[config.mk]
export PLATFORM = sky130hd
export DESIGN_NAME = servo_bus_packet_responder
export DESIGN_NICKNAME = d
export VERILOG_FILES = /design/src/sv/sbpr_pkg.sv /design/src/sv/sbpr_ctrl.sv /design/src/sv/sbpr_dp.sv /design/src/sv/servo_bus_packet_responder.sv
export VERILOG_INCLUDE_DIRS = /design/src /design/src/sv
export SDC_FILE = /design/constraint.sdc
export NUM_CORES = 1
export LEC_CHECK = 0
export CORE_AREA = 2 2 324 326
export DETAILED_ROUTE_END_ITERATION = 10
export DIE_AREA = 0 0 326 328
export DONT_BUFFER_PORTS = 1
export PLACE_DENSITY = 0.53
export SYNTH_ARGS = -nofsm -noshare
export SYNTH_HDL_FRONTEND = slang
export SYNTH_HIERARCHICAL = 1
export SYNTH_SLANG_ARGS = --single-unit
[constraint.sdc]
create_clock -name clk -period 5.9 [get_ports clk]
set_input_delay 0.295 -clock clk [delete_from_list [all_inputs] [get_ports clk]]
set_output_delay 0.295 -clock clk [all_outputs]
set_load 0.1 [all_outputs]
[src/sv/assert_macros.svh]
// assertion macros shared by the rtl
`ifndef ASSERT_MACROS_SVH
`define ASSERT_MACROS_SVH
// antecedent and consequent in the same cycle
`define SBPR_ASSERT_NOW(label, ante, cons) \
  label: assert property (@(posedge clk) disable iff (!rst_n) (ante) |-> (cons)) \
    else $error("assertion failed");
// consequent in the cycle after the antecedent
`define SBPR_ASSERT_NEXT(label, ante, cons) \
  label: assert property (@(posedge clk) disable iff (!rst_n) (ante) |=> (cons)) \
    else $error("assertion failed");
`endif

[src/sv/sbpr_pkg.sv]
// package: types, codes and constants of the servo bus packet responder
`default_nettype none
package sbpr_pkg;
  localparam int FRAME_BYTES_DEF    = 64;
  localparam int MAX_READ_BYTES_DEF = 8;

  localparam logic [7:0] HDR_BYTE      = 8'hFF;
  localparam logic [7:0] BCAST_ID      = 8'hFE;
  localparam logic [7:0] ID_MAX        = 8'd253;
  localparam logic [7:0] START_ID_RST  = 8'd1;
  localparam logic [7:0] GAP_LIMIT_RST = 8'd10;

  localparam logic [7:0] INS_PING  = 8'd1;
  localparam logic [7:0] INS_READ  = 8'd2;
  localparam logic [7:0] INS_WRITE = 8'd3;

  localparam logic [7:0] REG_ID     = 8'd5;
  localparam logic [7:0] REG_TORQUE = 8'd40;
  localparam logic [7:0] REG_GOAL   = 8'd42;
  localparam logic [7:0] REG_POS    = 8'd56;
  localparam logic [7:0] REG_SPEED  = 8'd58;
  localparam logic [7:0] REG_LOAD   = 8'd60;
  localparam logic [7:0] REG_VOLT   = 8'd62;
  localparam logic [7:0] REG_TEMP   = 8'd63;

  // frame offsets fetched for decode
  localparam logic [7:0] PAR_FIRST = 8'd2;
  localparam logic [7:0] PAR_LAST  = 8'd11;
  localparam int         PAR_N     = 10;
  // status packet: header, header, id, length, error
  localparam logic [7:0] STAT_HDR_N = 8'd5;

  typedef enum logic [0:0] {CFG_START_ID, CFG_GAP_LIMIT} cfg_idx_t;
  typedef enum logic [1:0] {K_TX, K_GOAL, K_TORQUE, K_ID} kind_t;
  typedef enum logic [1:0] {RT_NONE, RT_SUM, RT_CHK, RT_PAR} rd_tag_t;
  typedef enum logic [2:0] {
    RS_ZERO, RS_BLOCK, RS_POS, RS_SPEED, RS_LOAD, RS_VOLT, RS_TEMP, RS_ID
  } rsel_t;
  typedef enum logic [3:0] {
    S_IDLE, S_CHECK, S_SUM, S_CHK, S_FETCH, S_WAIT, S_DECIDE, S_EVENT, S_STAT
  } state_t;

  typedef struct packed {
    logic        operation;
    logic [7:0]  rx_byte;
    logic [31:0] time_ms;
    logic [15:0] position;
    logic [15:0] velocity;
    logic [15:0] load_value;
    logic [7:0]  voltage;
    logic [7:0]  temperature;
  } in_item_t;

  typedef struct packed {
    kind_t              kind;
    logic [7:0]         tx_byte;
    logic               last;
    logic signed [15:0] goal_position;
    logic [15:0]        goal_time;
    logic [15:0]        goal_speed;
    logic               torque_on;
    logic [7:0]         new_id;
  } out_item_t;

  typedef struct packed {
    logic       rd_en;
    rd_tag_t    rd_tag;
    logic [7:0] rd_addr;
    logic       clr_sum;
    logic       plan_latch;
    logic       emit_event;
    logic       emit_byte;
    logic [7:0] byte_idx;
    logic       last;
  } cmd_t;

  typedef struct packed {
    logic       frame_done;
    logic [7:0] len;
    logic       plan_go;
    logic       has_event;
    logic       reply;
    logic [7:0] dlen;
    logic       out_free;
  } sts_t;
endpackage
`default_nettype wire

[src/sv/sbpr_ctrl.sv]
// controller: sequences frame check, decode and result emission
`default_nettype none
module sbpr_ctrl import sbpr_pkg::*; (
  input  wire logic clk,
  input  wire logic rst_n,
  input  wire logic in_valid,
  output logic      in_stall,
  input  wire sts_t sts,
  output cmd_t      cmd
);
  state_t     state_r, state_nxt;
  logic [7:0] cnt_r, cnt_nxt;

  always_ff @(posedge clk) begin
    if (!rst_n) begin
      state_r <= S_IDLE;
      cnt_r   <= '0;
    end else begin
      state_r <= state_nxt;
      cnt_r   <= cnt_nxt;
    end
  end

  always_comb begin
    state_nxt = state_r;
    cnt_nxt   = cnt_r;
    cmd       = '0;
    in_stall  = (state_r != S_IDLE);
    unique case (state_r)
      S_IDLE: begin
        if (in_valid) state_nxt = S_CHECK;
      end
      S_CHECK: begin
        if (sts.frame_done) begin
          cnt_nxt     = PAR_FIRST;
          cmd.clr_sum = 1'b1;
          state_nxt   = S_SUM;
        end else begin
          state_nxt = S_IDLE;
        end
      end
      S_SUM: begin
        cmd.rd_en   = 1'b1;
        cmd.rd_tag  = RT_SUM;
        cmd.rd_addr = cnt_r;
        if (cnt_r == 8'(sts.len + 8'd2)) state_nxt = S_CHK;
        else cnt_nxt = 8'(cnt_r + 8'd1);
      end
      S_CHK: begin
        cmd.rd_en   = 1'b1;
        cmd.rd_tag  = RT_CHK;
        cmd.rd_addr = 8'(sts.len + 8'd3);
        cnt_nxt     = PAR_FIRST;
        state_nxt   = S_FETCH;
      end
      S_FETCH: begin
        cmd.rd_en   = 1'b1;
        cmd.rd_tag  = RT_PAR;
        cmd.rd_addr = cnt_r;
        if (cnt_r == PAR_LAST) state_nxt = S_WAIT;
        else cnt_nxt = 8'(cnt_r + 8'd1);
      end
      S_WAIT: state_nxt = S_DECIDE;
      S_DECIDE: begin
        cmd.plan_latch = 1'b1;
        state_nxt      = sts.plan_go ? S_EVENT : S_IDLE;
      end
      S_EVENT: begin
        if (!sts.has_event) begin
          cnt_nxt   = '0;
          state_nxt = S_STAT;
        end else if (sts.out_free) begin
          cmd.emit_event = 1'b1;
          cmd.last       = !sts.reply;
          cnt_nxt        = '0;
          state_nxt      = sts.reply ? S_STAT : S_IDLE;
        end
      end
      S_STAT: begin
        if (sts.out_free) begin
          cmd.emit_byte = 1'b1;
          cmd.byte_idx  = cnt_r;
          if (cnt_r == 8'(sts.dlen + STAT_HDR_N)) begin
            cmd.last  = 1'b1;
            state_nxt = S_IDLE;
          end else begin
            cnt_nxt = 8'(cnt_r + 8'd1);
          end
        end
      end
      default: state_nxt = S_IDLE;
    endcase
  end
endmodule
`default_nettype wire

[src/sv/sbpr_dp.sv]
// datapath: frame store, framing, decode, telemetry and result register
`default_nettype none
module sbpr_dp import sbpr_pkg::*; #(
  parameter int FRAME_BYTES    = FRAME_BYTES_DEF,
  parameter int MAX_READ_BYTES = MAX_READ_BYTES_DEF
) (
  input  wire logic      clk,
  input  wire logic      rst_n,
  input  wire logic      in_fire,
  input  wire in_item_t  in_data,
  input  wire logic      cfg_we,
  input  wire logic      cfg_index,
  input  wire logic [7:0] cfg_wdata,
  input  wire cmd_t      cmd,
  output sts_t           sts,
  input  wire logic      out_stall,
  output logic           out_valid,
  output out_item_t      out_data
);
  localparam int AW = $clog2(FRAME_BYTES);

  logic [7:0]    mem [FRAME_BYTES];
  logic [FRAME_BYTES-1:0] vld_r;
  logic [AW-1:0] idx_r, idx_nxt, idx0;
  logic [AW:0]   inc;
  logic [7:0]    len_r, lenv;
  logic [31:0]   last_r;
  logic          done_r, done_nxt, wr_en, over;
  logic [7:0]    cur_id_r, gap_r;
  logic [15:0]   pos_r, spd_r, load_r;
  logic [7:0]    volt_r, temp_r;

  logic [7:0]    rdata_r, rd;
  logic          rvld_r;
  rd_tag_t       tag_r;
  logic [3:0]    raddr_r;
  logic [7:0]    sum_r, tsum_r;
  logic          chk_ok_r;
  logic [7:0]    par_r [PAR_N];

  logic          p_go, p_ev, p_reply;
  kind_t         p_evk;
  logic [7:0]    p_dl;
  rsel_t         p_rsel;
  logic          ev_r, reply_r;
  kind_t         evk_r;
  logic [7:0]    dl_r;
  rsel_t         rsel_r;

  logic [7:0]    j, dbyte, tx;
  out_item_t     ev_item;
  out_item_t     out_r, out_nxt;
  logic          out_valid_r, out_free;

  // framing
  always_comb begin
    over     = (32'(in_data.time_ms - last_r) > {24'd0, gap_r});
    idx0     = (idx_r != '0 && over) ? '0 : idx_r;
    wr_en    = 1'b0;
    done_nxt = 1'b0;
    idx_nxt  = idx0;
    inc      = (AW+1)'(idx0) + (AW+1)'(1);
    lenv     = (idx0 == AW'(3)) ? in_data.rx_byte : len_r;
    if ((idx0 == '0 || idx0 == AW'(1)) && in_data.rx_byte != HDR_BYTE) begin
      idx_nxt = '0;
    end else begin
      wr_en = 1'b1;
      if (inc > (AW+1)'(3) && (9'(lenv) + 9'd4) == 9'(inc)) begin
        done_nxt = 1'b1;
        idx_nxt  = '0;
      end else if (inc == (AW+1)'(FRAME_BYTES)) begin
        idx_nxt = '0;
      end else begin
        idx_nxt = inc[AW-1:0];
      end
    end
  end

  always_ff @(posedge clk) begin
    if (!rst_n) begin
      idx_r  <= '0;
      last_r <= '0;
      done_r <= 1'b0;
      vld_r  <= '0;
      len_r  <= '0;
    end else if (in_fire) begin
      done_r <= !in_data.operation && done_nxt;
      if (!in_data.operation) begin
        last_r <= in_data.time_ms;
        idx_r  <= idx_nxt;
        if (wr_en) begin
          vld_r[idx0] <= 1'b1;
          if (idx0 == AW'(3)) len_r <= in_data.rx_byte;
        end
      end
    end
  end

  always_ff @(posedge clk) begin
    if (in_fire && !in_data.operation && wr_en) mem[idx0] <= in_data.rx_byte;
    if (cmd.rd_en) begin
      rdata_r <= mem[cmd.rd_addr[AW-1:0]];
      rvld_r  <= vld_r[cmd.rd_addr[AW-1:0]];
      raddr_r <= cmd.rd_addr[3:0];
    end
  end

  assign rd = rvld_r ? rdata_r : 8'h00;

  // config, telemetry and node id
  always_ff @(posedge clk) begin
    if (!rst_n) begin
      cur_id_r <= START_ID_RST;
      gap_r    <= GAP_LIMIT_RST;
      pos_r    <= '0;
      spd_r    <= '0;
      load_r   <= '0;
      volt_r   <= '0;
      temp_r   <= '0;
    end else begin
      if (cfg_we) begin
        unique case (cfg_idx_t'(cfg_index))
          CFG_START_ID:  cur_id_r <= cfg_wdata;
          CFG_GAP_LIMIT: gap_r    <= cfg_wdata;
          default: ;
        endcase
      end
      if (cmd.emit_event && evk_r == K_ID) cur_id_r <= par_r[4];
      if (in_fire && in_data.operation) begin
        pos_r  <= in_data.position;
        spd_r  <= in_data.velocity;
        load_r <= in_data.load_value;
        volt_r <= in_data.voltage;
        temp_r <= in_data.temperature;
      end
    end
  end

  // read return handling
  always_ff @(posedge clk) begin
    if (!rst_n) tag_r <= RT_NONE;
    else tag_r <= cmd.rd_en ? cmd.rd_tag : RT_NONE;
  end

  always_ff @(posedge clk) begin
    if (cmd.clr_sum) sum_r <= '0;
    else if (tag_r == RT_SUM) sum_r <= 8'(sum_r + rd);
    if (tag_r == RT_CHK) chk_ok_r <= ((~sum_r) == rd);
    if (tag_r == RT_PAR) par_r[4'(raddr_r - 4'd2)] <= rd;
  end

  // decode
  always_comb begin
    logic match, bc;
    bc      = (par_r[0] == BCAST_ID);
    match   = chk_ok_r && (par_r[0] == cur_id_r || bc);
    p_go    = 1'b0;
    p_ev    = 1'b0;
    p_evk   = K_TX;
    p_reply = 1'b0;
    p_dl    = '0;
    p_rsel  = RS_ZERO;
    if (match) begin
      priority if (par_r[2] == INS_PING) begin
        p_reply = 1'b1;
      end else if (par_r[2] == INS_READ && len_r >= 8'd4) begin
        p_reply = !bc;
        priority if (par_r[3] == REG_POS && par_r[4] >= 8'd8) begin
          p_rsel = RS_BLOCK; p_dl = 8'd8;
        end else if (par_r[3] == REG_POS && par_r[4] >= 8'd2) begin
          p_rsel = RS_POS; p_dl = 8'd2;
        end else if (par_r[3] == REG_SPEED && par_r[4] >= 8'd2) begin
          p_rsel = RS_SPEED; p_dl = 8'd2;
        end else if (par_r[3] == REG_LOAD && par_r[4] >= 8'd2) begin
          p_rsel = RS_LOAD; p_dl = 8'd2;
        end else if (par_r[3] == REG_VOLT) begin
          p_rsel = RS_VOLT; p_dl = 8'd1;
        end else if (par_r[3] == REG_TEMP) begin
          p_rsel = RS_TEMP; p_dl = 8'd1;
        end else if (par_r[3] == REG_ID) begin
          p_rsel = RS_ID; p_dl = 8'd1;
        end else begin
          p_dl = (par_r[4] > 8'(MAX_READ_BYTES)) ? 8'(MAX_READ_BYTES) : par_r[4];
        end
      end else if (par_r[2] == INS_WRITE && len_r >= 8'd3) begin
        p_reply = !bc;
        priority if (par_r[3] == REG_GOAL) begin
          p_ev = 1'b1; p_evk = K_GOAL;
        end else if (par_r[3] == REG_TORQUE) begin
          p_ev = 1'b1; p_evk = K_TORQUE;
        end else if (par_r[3] == REG_ID && par_r[4] != 8'd0 && par_r[4] <= ID_MAX) begin
          p_ev = 1'b1; p_evk = K_ID;
        end else begin
          p_ev = 1'b0;
        end
      end else begin
        p_reply = 1'b0;
      end
    end
    p_go = p_ev || p_reply;
  end

  always_ff @(posedge clk) begin
    if (cmd.plan_latch) begin
      ev_r    <= p_ev;
      evk_r   <= p_evk;
      reply_r <= p_reply;
      dl_r    <= p_dl;
      rsel_r  <= p_rsel;
    end
  end

  // status packet bytes
  assign j = 8'(cmd.byte_idx - STAT_HDR_N);

  always_comb begin
    unique case (rsel_r)
      RS_BLOCK: begin
        unique case (j[2:0])
          3'd0: dbyte = pos_r[15:8];
          3'd1: dbyte = pos_r[7:0];
          3'd2: dbyte = spd_r[15:8];
          3'd3: dbyte = spd_r[7:0];
          3'd4: dbyte = load_r[15:8];
          3'd5: dbyte = load_r[7:0];
          3'd6: dbyte = volt_r;
          default: dbyte = temp_r;
        endcase
      end
      RS_POS:   dbyte = j[0] ? pos_r[7:0]  : pos_r[15:8];
      RS_SPEED: dbyte = j[0] ? spd_r[7:0]  : spd_r[15:8];
      RS_LOAD:  dbyte = j[0] ? load_r[7:0] : load_r[15:8];
      RS_VOLT:  dbyte = volt_r;
      RS_TEMP:  dbyte = temp_r;
      RS_ID:    dbyte = cur_id_r;
      default:  dbyte = 8'h00;
    endcase
  end

  always_comb begin
    priority if (cmd.byte_idx < 8'd2) tx = HDR_BYTE;
    else if (cmd.byte_idx == 8'd2) tx = cur_id_r;
    else if (cmd.byte_idx == 8'd3) tx = 8'(dl_r + 8'd2);
    else if (cmd.byte_idx == 8'd4) tx = 8'h00;
    else if (cmd.byte_idx == 8'(dl_r + STAT_HDR_N)) tx = ~tsum_r;
    else tx = dbyte;
  end

  always_ff @(posedge clk) begin
    if (cmd.emit_byte) tsum_r <= (cmd.byte_idx < 8'd2) ? 8'h00 : 8'(tsum_r + tx);
  end

  always_comb begin
    ev_item      = '0;
    ev_item.kind = evk_r;
    unique case (evk_r)
      K_GOAL: begin
        ev_item.goal_position = {par_r[4], par_r[5]};
        ev_item.goal_time     = (len_r >= 8'd6) ? {par_r[6], par_r[7]} : 16'd0;
        ev_item.goal_speed    = (len_r >= 8'd8) ? {par_r[8], par_r[9]} : 16'd0;
      end
      K_TORQUE: ev_item.torque_on = (par_r[4] != 8'd0);
      K_ID:     ev_item.new_id    = par_r[4];
      default: ;
    endcase
  end

  // result register
  assign out_free = !out_valid_r || !out_stall;

  always_ff @(posedge clk) begin
    if (!rst_n) out_valid_r <= 1'b0;
    else if (cmd.emit_event || cmd.emit_byte) out_valid_r <= 1'b1;
    else if (!out_stall) out_valid_r <= 1'b0;
  end

  always_comb begin
    out_nxt = out_r;
    if (cmd.emit_event) begin
      out_nxt      = ev_item;
      out_nxt.last = cmd.last;
    end else if (cmd.emit_byte) begin
      out_nxt         = '0;
      out_nxt.kind    = K_TX;
      out_nxt.tx_byte = tx;
      out_nxt.last    = cmd.last;
    end
  end

  always_ff @(posedge clk) begin
    out_r <= out_nxt;
  end

  assign out_valid = out_valid_r;
  assign out_data  = out_r;

  always_comb begin
    sts            = '0;
    sts.frame_done = done_r;
    sts.len        = len_r;
    sts.plan_go    = p_go;
    sts.has_event  = ev_r;
    sts.reply      = reply_r;
    sts.dlen       = dl_r;
    sts.out_free   = out_free;
  end
endmodule
`default_nettype wire

[src/sv/servo_bus_packet_responder.sv]
// top level: servo bus slave that frames, checks and answers bus packets
//
//  channel  direction  handshake        payload
//  in_      input      valid / stall    in_item_t  (bus byte or telemetry)
//  out_     output     valid / stall    out_item_t (tx byte or event)
//  cfg_     input      write enable     index, 8-bit data
//
// a byte or telemetry item completing no frame returns to idle after check
// a complete frame adds len+1 checksum reads, 1 check read and 10 field
// reads via the single frame store port, then one result per unstalled cycle
// reset is synchronous; the frame store reads as zero until written
// a stalled result holds the controller, while one waiting result does not
// block the next input transaction
`default_nettype none
`include "assert_macros.svh"
module servo_bus_packet_responder import sbpr_pkg::*; #(
  parameter int FRAME_BYTES    = FRAME_BYTES_DEF,
  parameter int MAX_READ_BYTES = MAX_READ_BYTES_DEF
) (
  input  wire logic       clk,
  input  wire logic       rst_n,
  input  wire logic       in_valid,
  output logic            in_stall,
  input  wire in_item_t   in_data,
  output logic            out_valid,
  input  wire logic       out_stall,
  output out_item_t       out_data,
  input  wire logic       cfg_we,
  input  wire logic       cfg_index,
  input  wire logic [7:0] cfg_wdata
);
  cmd_t cmd;
  sts_t sts;
  logic in_fire;

  // input transaction completes here
  assign in_fire = in_valid && !in_stall;

  // controller: check, fetch, decide, emit
  sbpr_ctrl u_ctrl (
    .clk      (clk),
    .rst_n    (rst_n),
    .in_valid (in_valid),
    .in_stall (in_stall),
    .sts      (sts),
    .cmd      (cmd)
  );

  // datapath: frame store, decode, telemetry and result register
  sbpr_dp #(
    .FRAME_BYTES    (FRAME_BYTES),
    .MAX_READ_BYTES (MAX_READ_BYTES)
  ) u_dp (
    .clk       (clk),
    .rst_n     (rst_n),
    .in_fire   (in_fire),
    .in_data   (in_data),
    .cfg_we    (cfg_we),
    .cfg_index (cfg_index),
    .cfg_wdata (cfg_wdata),
    .cmd       (cmd),
    .sts       (sts),
    .out_stall (out_stall),
    .out_valid (out_valid),
    .out_data  (out_data)
  );

  // the block always goes busy after taking a transaction
  `SBPR_ASSERT_NEXT(a_busy_after_accept, in_fire, in_stall)
  // event results never carry a transmit byte
  `SBPR_ASSERT_NOW(a_event_no_tx, out_valid && out_data.kind != K_TX, out_data.tx_byte == 8'h00)
  // id change events only carry a legal node id
  `SBPR_ASSERT_NOW(a_id_range, out_valid && out_data.kind == K_ID, out_data.new_id != 8'h00 && out_data.new_id <= ID_MAX)
endmodule
`default_nettype wire
* Word level (Yosys, flattened, before mapping)
Memory sizes are Yosys's and may differ from the RTL's. A register that Yosys moved wholly into a read port is not among the register bits. Cells that the tools add are included.
Cells by class: equality and inequality tests 65, shift-type cells 0, div/mod/pow operators 0, reductions and logical operators 53, bitwise gates (word level) 8, add/sub/neg operators 12, $mul 0, $lt $le $gt $ge 14, muxes and demuxes 100
Operators by type and width (count):
- $mux 8 | 21
- $mux 68 | 2
- $pmux 8 s7 | 2
- $mux 4 | 16
- $or 64x64->64 | 1
- $eq 8x6->1 const B | 7
- $mux 48 | 1
- $pmux 8 s6 | 1
- $eq 8x8->1 | 5
- $pmux 4 s9 | 1
- $mux 1 | 34
- $pmux 11 s3 | 1
- $eq 8x2->1 const B | 4
- $gt 32x8->1 | 1
- $mux 16 | 2
- $sub 32x32->32 | 1
- $add 8x2->8 const B | 3
- $mux 6 | 4
- $eq 3x3->1 const B | 7
- $logic_and 1x1->1 | 19
- $add 8x8->8 | 2
- $eq 4x3->1 const B | 4
- $eq 8x3->1 const B | 2
- $ge 8x2->1 const B | 2
- other kinds (60) | 109
Word-level totals: word-level logic and storage cells 294, output and inout port bits 70, register bits 311, memory bits (read-only) 0, bits of input ports 119, bits in latches 0, memories kept 2, RAM bits 592
Memories:
- u_dp.mem | words 64, width 8, read ports 1, clocked after memory_dff 1, wr ports 1, line sbpr_dp.sv:22 | logic [7:0] mem [FRAME_BYTES];
- u_dp.par_r | words 10, width 8, read ports 9, clocked after memory_dff 0, wr ports 1, line sbpr_dp.sv:39 | logic [7:0] par_r [PAR_N];

* Logic depth before layout (Yosys ltp)
depth in word-level cells 16, gate-level depth with buffers 33, mapped depth without buffers 31

* Hierarchy
Netlist, hierarchy kept.
Modules (own cells, without submodules):
- sbpr_dp | times used 1, cells an instance 2821, seq. area each 24653.6 sq um, area an instance 39225.1 sq um
- sbpr_ctrl | times used 1, cells an instance 254, seq. area each 240.2 sq um, area an instance 1834.3 sq um
- servo_bus_packet_responder | times used 1, cells an instance 1, seq. area each 0.0 sq um, area an instance 13.8 sq um

* Worst setup path after synthesis
OpenSTA, ideal clock, no wires.
kind register to register, start register u_dp.last_r[3], end register u_dp.idx_r[4], clock period less this slack 5.818 ns, library setup time 0.132 ns, cell stages (with the launch flop) 33, required time 5.768 ns, arrival time 5.687 ns, path buffers 2, setup slack 0.082 ns, cells stage by stage dfxtp_1 -> inv_1 -> ha_1 -> and2_4 -> a221oi_1 -> a21oi_1 -> nor2b_1 -> xnor2_1 -> ha_1 -> a21oi_1 -> o21ai_0 -> o21ai_0 -> nand4_1 -> nor4_1 -> o2111ai_1 -> nor4b_1 -> and4b_1 -> and2_1 -> buf_4 -> nand2_4 -> inv_2 -> ha_1 -> clkbuf_1 -> and2_1 -> nand4_1 -> o221a_2 -> o221a_2 -> nor3b_1 -> o31ai_1 -> nor4_2 -> nand2_1 -> nand2b_2 -> o31ai_1
On the way: cells in the longest elaborated chain, start to end 11, elaborated cells between the ends (all ways) 19, classes of those cells 3 x add/sub; 2 x order compare; 4 x eq/ne; 5 x mux; 5 x reduce/logical
RTL lines:
- start: declaration | line sbpr_dp.sv:27 | logic [31:0] last_r;
- start signal: assignment | line sbpr_dp.sv:89 | last_r <= in_data.time_ms;
- $sub 32x32->32 * | line sbpr_dp.sv:57 | over = (32'(in_data.time_ms - last_r) > {24'd0, gap_r});
- $gt 32x8->1 * | line sbpr_dp.sv:57
- $logic_and 1x1->1 * | line sbpr_dp.sv:58 | idx0 = (idx_r != '0 && over) ? '0 : idx_r;
- $mux 6 * | line sbpr_dp.sv:58
- $eq 6x2->1 | line sbpr_dp.sv:63 | lenv = (idx0 == AW'(3)) ? in_data.rx_byte : len_r;
- $mux 8 | line sbpr_dp.sv:63
- $add 8x3->9 | line sbpr_dp.sv:68 | if (inc > (AW+1)'(3) && (9'(lenv) + 9'd4) == 9'(inc)) begin
- $eq 9x7->1 | line sbpr_dp.sv:68
- $logic_and 1x1->1 | line sbpr_dp.sv:68
- $mux 6 | line sbpr_dp.sv:68
- $mux 6 * | line sbpr_dp.sv:64 | if ((idx0 == '0 || idx0 == AW'(1)) && in_data.rx_byte != HDR_BYTE) begin
- end signal: assignment | line sbpr_dp.sv:90 | idx_r <= idx_nxt;
- end: declaration | line sbpr_dp.sv:24 | logic [AW-1:0] idx_r, idx_nxt, idx0;
Mark *: on every way between the ends. The rest lies on a longest branch, timed or not. A chain may end at the register's enable or synchronous reset.

* Final worst setup path
start register u_dp.last_r[3], end register u_dp.idx_r[5]
The elaborated chain is that of the path after synthesis.

==> results <==
- The cell type of the slowest stage on the worst timing path is sky130_fd_sc_hd__a2111oi_0.
- The layout-stage area growth over the synthesis result is 18.2%.
- The DRC violation count after routing is 0.
- The width of the die is 326 µm.
- The shortest period the worst path allows is 5.82 ns.
- The H-tree generated during clock tree synthesis spans 3 levels.
- Along the worst path, the maximum fanout reaches 7.
- The buffers plus inverters on the worst setup path is 11.
- The net count of the finished layout is 3482.
- The critical path required time is 6.47 ns.
- The core region area is 103000 µm².
- The worst hold path belongs to the class input port to register.
- The floorplan step defined a die boundary enclosing 107000 µm².
- The number of antenna violations at the first check in global routing is 3.
- For this run, the top clock speed supported by timing is 0.172 GHz.
- The count of cells along the worst register-to-register path is 31.
- The final hold violation count is 0.
- The worst setup path is captured at a register.
- The overall die height is 328 µm.
- The routed design has 113 mm of wire.
- The per-cell routed wire length is 23.7 µm.
- The critical path runs through a total of 31 cells.
- The final setup skew is 0.0668 ns.
- The worst pin sits at a relative slew slack of 22.7%.
- Buffers inserted during clock tree synthesis total 95.
- The startpoint identified for the worst register-to-register timing path is u_dp/last_r[3]$_SDFFE_PN0P_.
- The leftover overflow at the end of global routing is 0.
- The final critical path takes up 98.7% of the cycle.
- CTS placed an instance of sky130_fd_sc_hd__clkbuf_16 at the clock tree root.
- The wire length of the first global-routing pass is 170 mm.
- The floorplan row count is 118.
- Max-cap violations in this run came to 0.
- Routability-driven placement finished with a final weighted congestion of 0.897.
- Entering global routing, the biggest net connects 205 pins.
- For the worst-skew pair, the clock arrives at the later sink with an insertion delay of 0.70 ns.
- Counting along the longest clock path gives a buffer depth of 3.
- Summing every instance area after synthesis gives 41000 µm².
- The delay of the slowest critical-path stage is 0.82 ns.
- In the routed layout, each cell is associated on average with a via count of 5.57.
- For this design the top-level I/O count stands at 189.
- The first routing iteration left 2590 violations.
- The first TritonRoute pass finished after 5 iterations.
- The top cell types in the final layout, fill and taps aside, are sky130_fd_sc_hd__edfxtp_1, sky130_fd_sc_hd__nand2_1, sky130_fd_sc_hd__dfxtp_1.
- The CTS tree is yes.
- The power density of the placed cells is 281 nW/µm².
- The number of endpoints failing setup at the final stage is 0.
- The synthesized instance count is 3067.
- The run finished with clean final reports.
- The critical path class is register to register.
- The cell count of the worst hold path is 3.
- Global routing used 21.0% of the available tracks.
- The average instance in the mapped netlist occupies 13.4 µm².
- The number of global-route vias before repair is 26600.
- The analysis attributes to cell leakage a power of 0.0159 µW.
- The number of sinks handled by clock tree synthesis is 903.
- The design draws 13600 µW.
- Setup repair after global routing could not meet its margin everywhere.
- The routed layout has 26484 vias.
- The count of port buffers added during placement is 0.
- The data arrival time of the worst path is 6.39 ns.
- The cell that appears most often on the critical path is sky130_fd_sc_hd__buf_4.
- The post-route antenna net violation count is 0.
- The final number of max-transition violations was 0.
- Tracing the worst setup path back leads to its startpoint at u_dp/last_r[3]$_SDFFE_PN0P_.
- The worst hold path begins at cfg_we.
- The layout cell share with drive strength beyond 1 is 18.9%.
- The category of cells accounting for the largest share of critical-path delay is compound AO/OA/AOI/OAI gates.
- The worst-case IR drop observed on VDD is 210 µV.
- The library cell used most frequently in the layout, excluding fill and tap cells, is sky130_fd_sc_hd__edfxtp_1.
- The worst hold slack after final layout is 0.0563 ns.
- For this configuration, the core starts out at a cell density of 39.8%.
- The worst setup path is launched from a register.
- The slew of the pin with the lowest slew margin is 1.16 ns.
- The count of warnings emitted by yosys is 6.
- Summed over all nets, the half-perimeter wirelength after detailed placement is 71.6 mm.
- After clock tree synthesis, the clock-pin slew on the worst setup and hold paths is 0.06 ns.
==> final cells by class <==
type | count | area, µm²
diodes | 1 | 2.50
well taps | 1380 | 1730
flip-flops and latches | 903 | 24900
multi-input cells | 1913 | 15500
clock inverters | 42 | 490
inverters | 74 | 283
clock buffers | 136 | 2710
repair buffers | 307 | 2870
fillers | 9046 | 54700
==> worst register-to-register path: cells and delay by family, from the launching register on <==
family                     cells  cell delay, ns
AOI/OAI and AO/OA              9            2.33
adders and majority gates      2            0.42
buffers and inverters         11            1.26
DFF                            1            0.34
and+or+nand+nor                9            1.35
==> path summary, 6_finish.rpt <==
kind / endpoint / slack, ns
worst max-delay path: u_dp/idx_r[5]$_SDFFE_PN0P_ / 0.08
worst min-delay path: u_dp/gap_r[5]$_SDFFE_PN0P_ / 0.06
worst max register to register: u_dp/idx_r[5]$_SDFFE_PN0P_ / 0.08
worst min register to register: u_dp/vld_r[56]$_SDFFE_PN0P_ / 0.46
==> sequential cells by signal (all words and copies together) (netlist names), 16 cells and up <==
signal	flops
u_dp/mem	512
u_dp/par_r	72
u_dp/out_data	68
u_dp/vld_r	64
u_dp/last_r	32
u_dp/load_r	16
u_dp/pos_r	16
u_dp/spd_r	16
==> where the power goes <==
group / internal (µW) / switching (µW)
registers: 6840 / 39.4
clock network: 3490 / 2550
logic: 278 / 408
total: 10600 / 3000
==> layer usage <==
layer  track usage, %  part of all wire [%]
met1             28.5                    44
met2             35.4                    49
met3             2.86                   5.1
met4             5.64                   2.3
met5                0                 0.028
==> what timing repair did <==
action	4_1_cts	5_1_grt
pin swaps	18	31
buffers inserted	8	5
setup endpoints to repair	71	297
resized for setup	23	60
cloned	0	1
hold buffers	126	0
hold endpoints to repair	712	0
==> per-stage QoR <==
stage	area (µm²)	setup WS, ns	util (%)	std cells	TNS [ns]
3_5_place_dp	43400	-0.391	42.0	4437	-3.08
2_1_floorplan	41000	0.0816	-	3070	0
5_1_grt	48500	-0.224	47.0	4756	-1.41
4_1_cts	48200	0.00347	46.7	4749	0
3_3_place_gp	43400	-0.326	42.0	4437	-2.13
6_report	48500	0.0784	47.0	4756	0
Note: power is estimated with default switching activity, not from simulation.
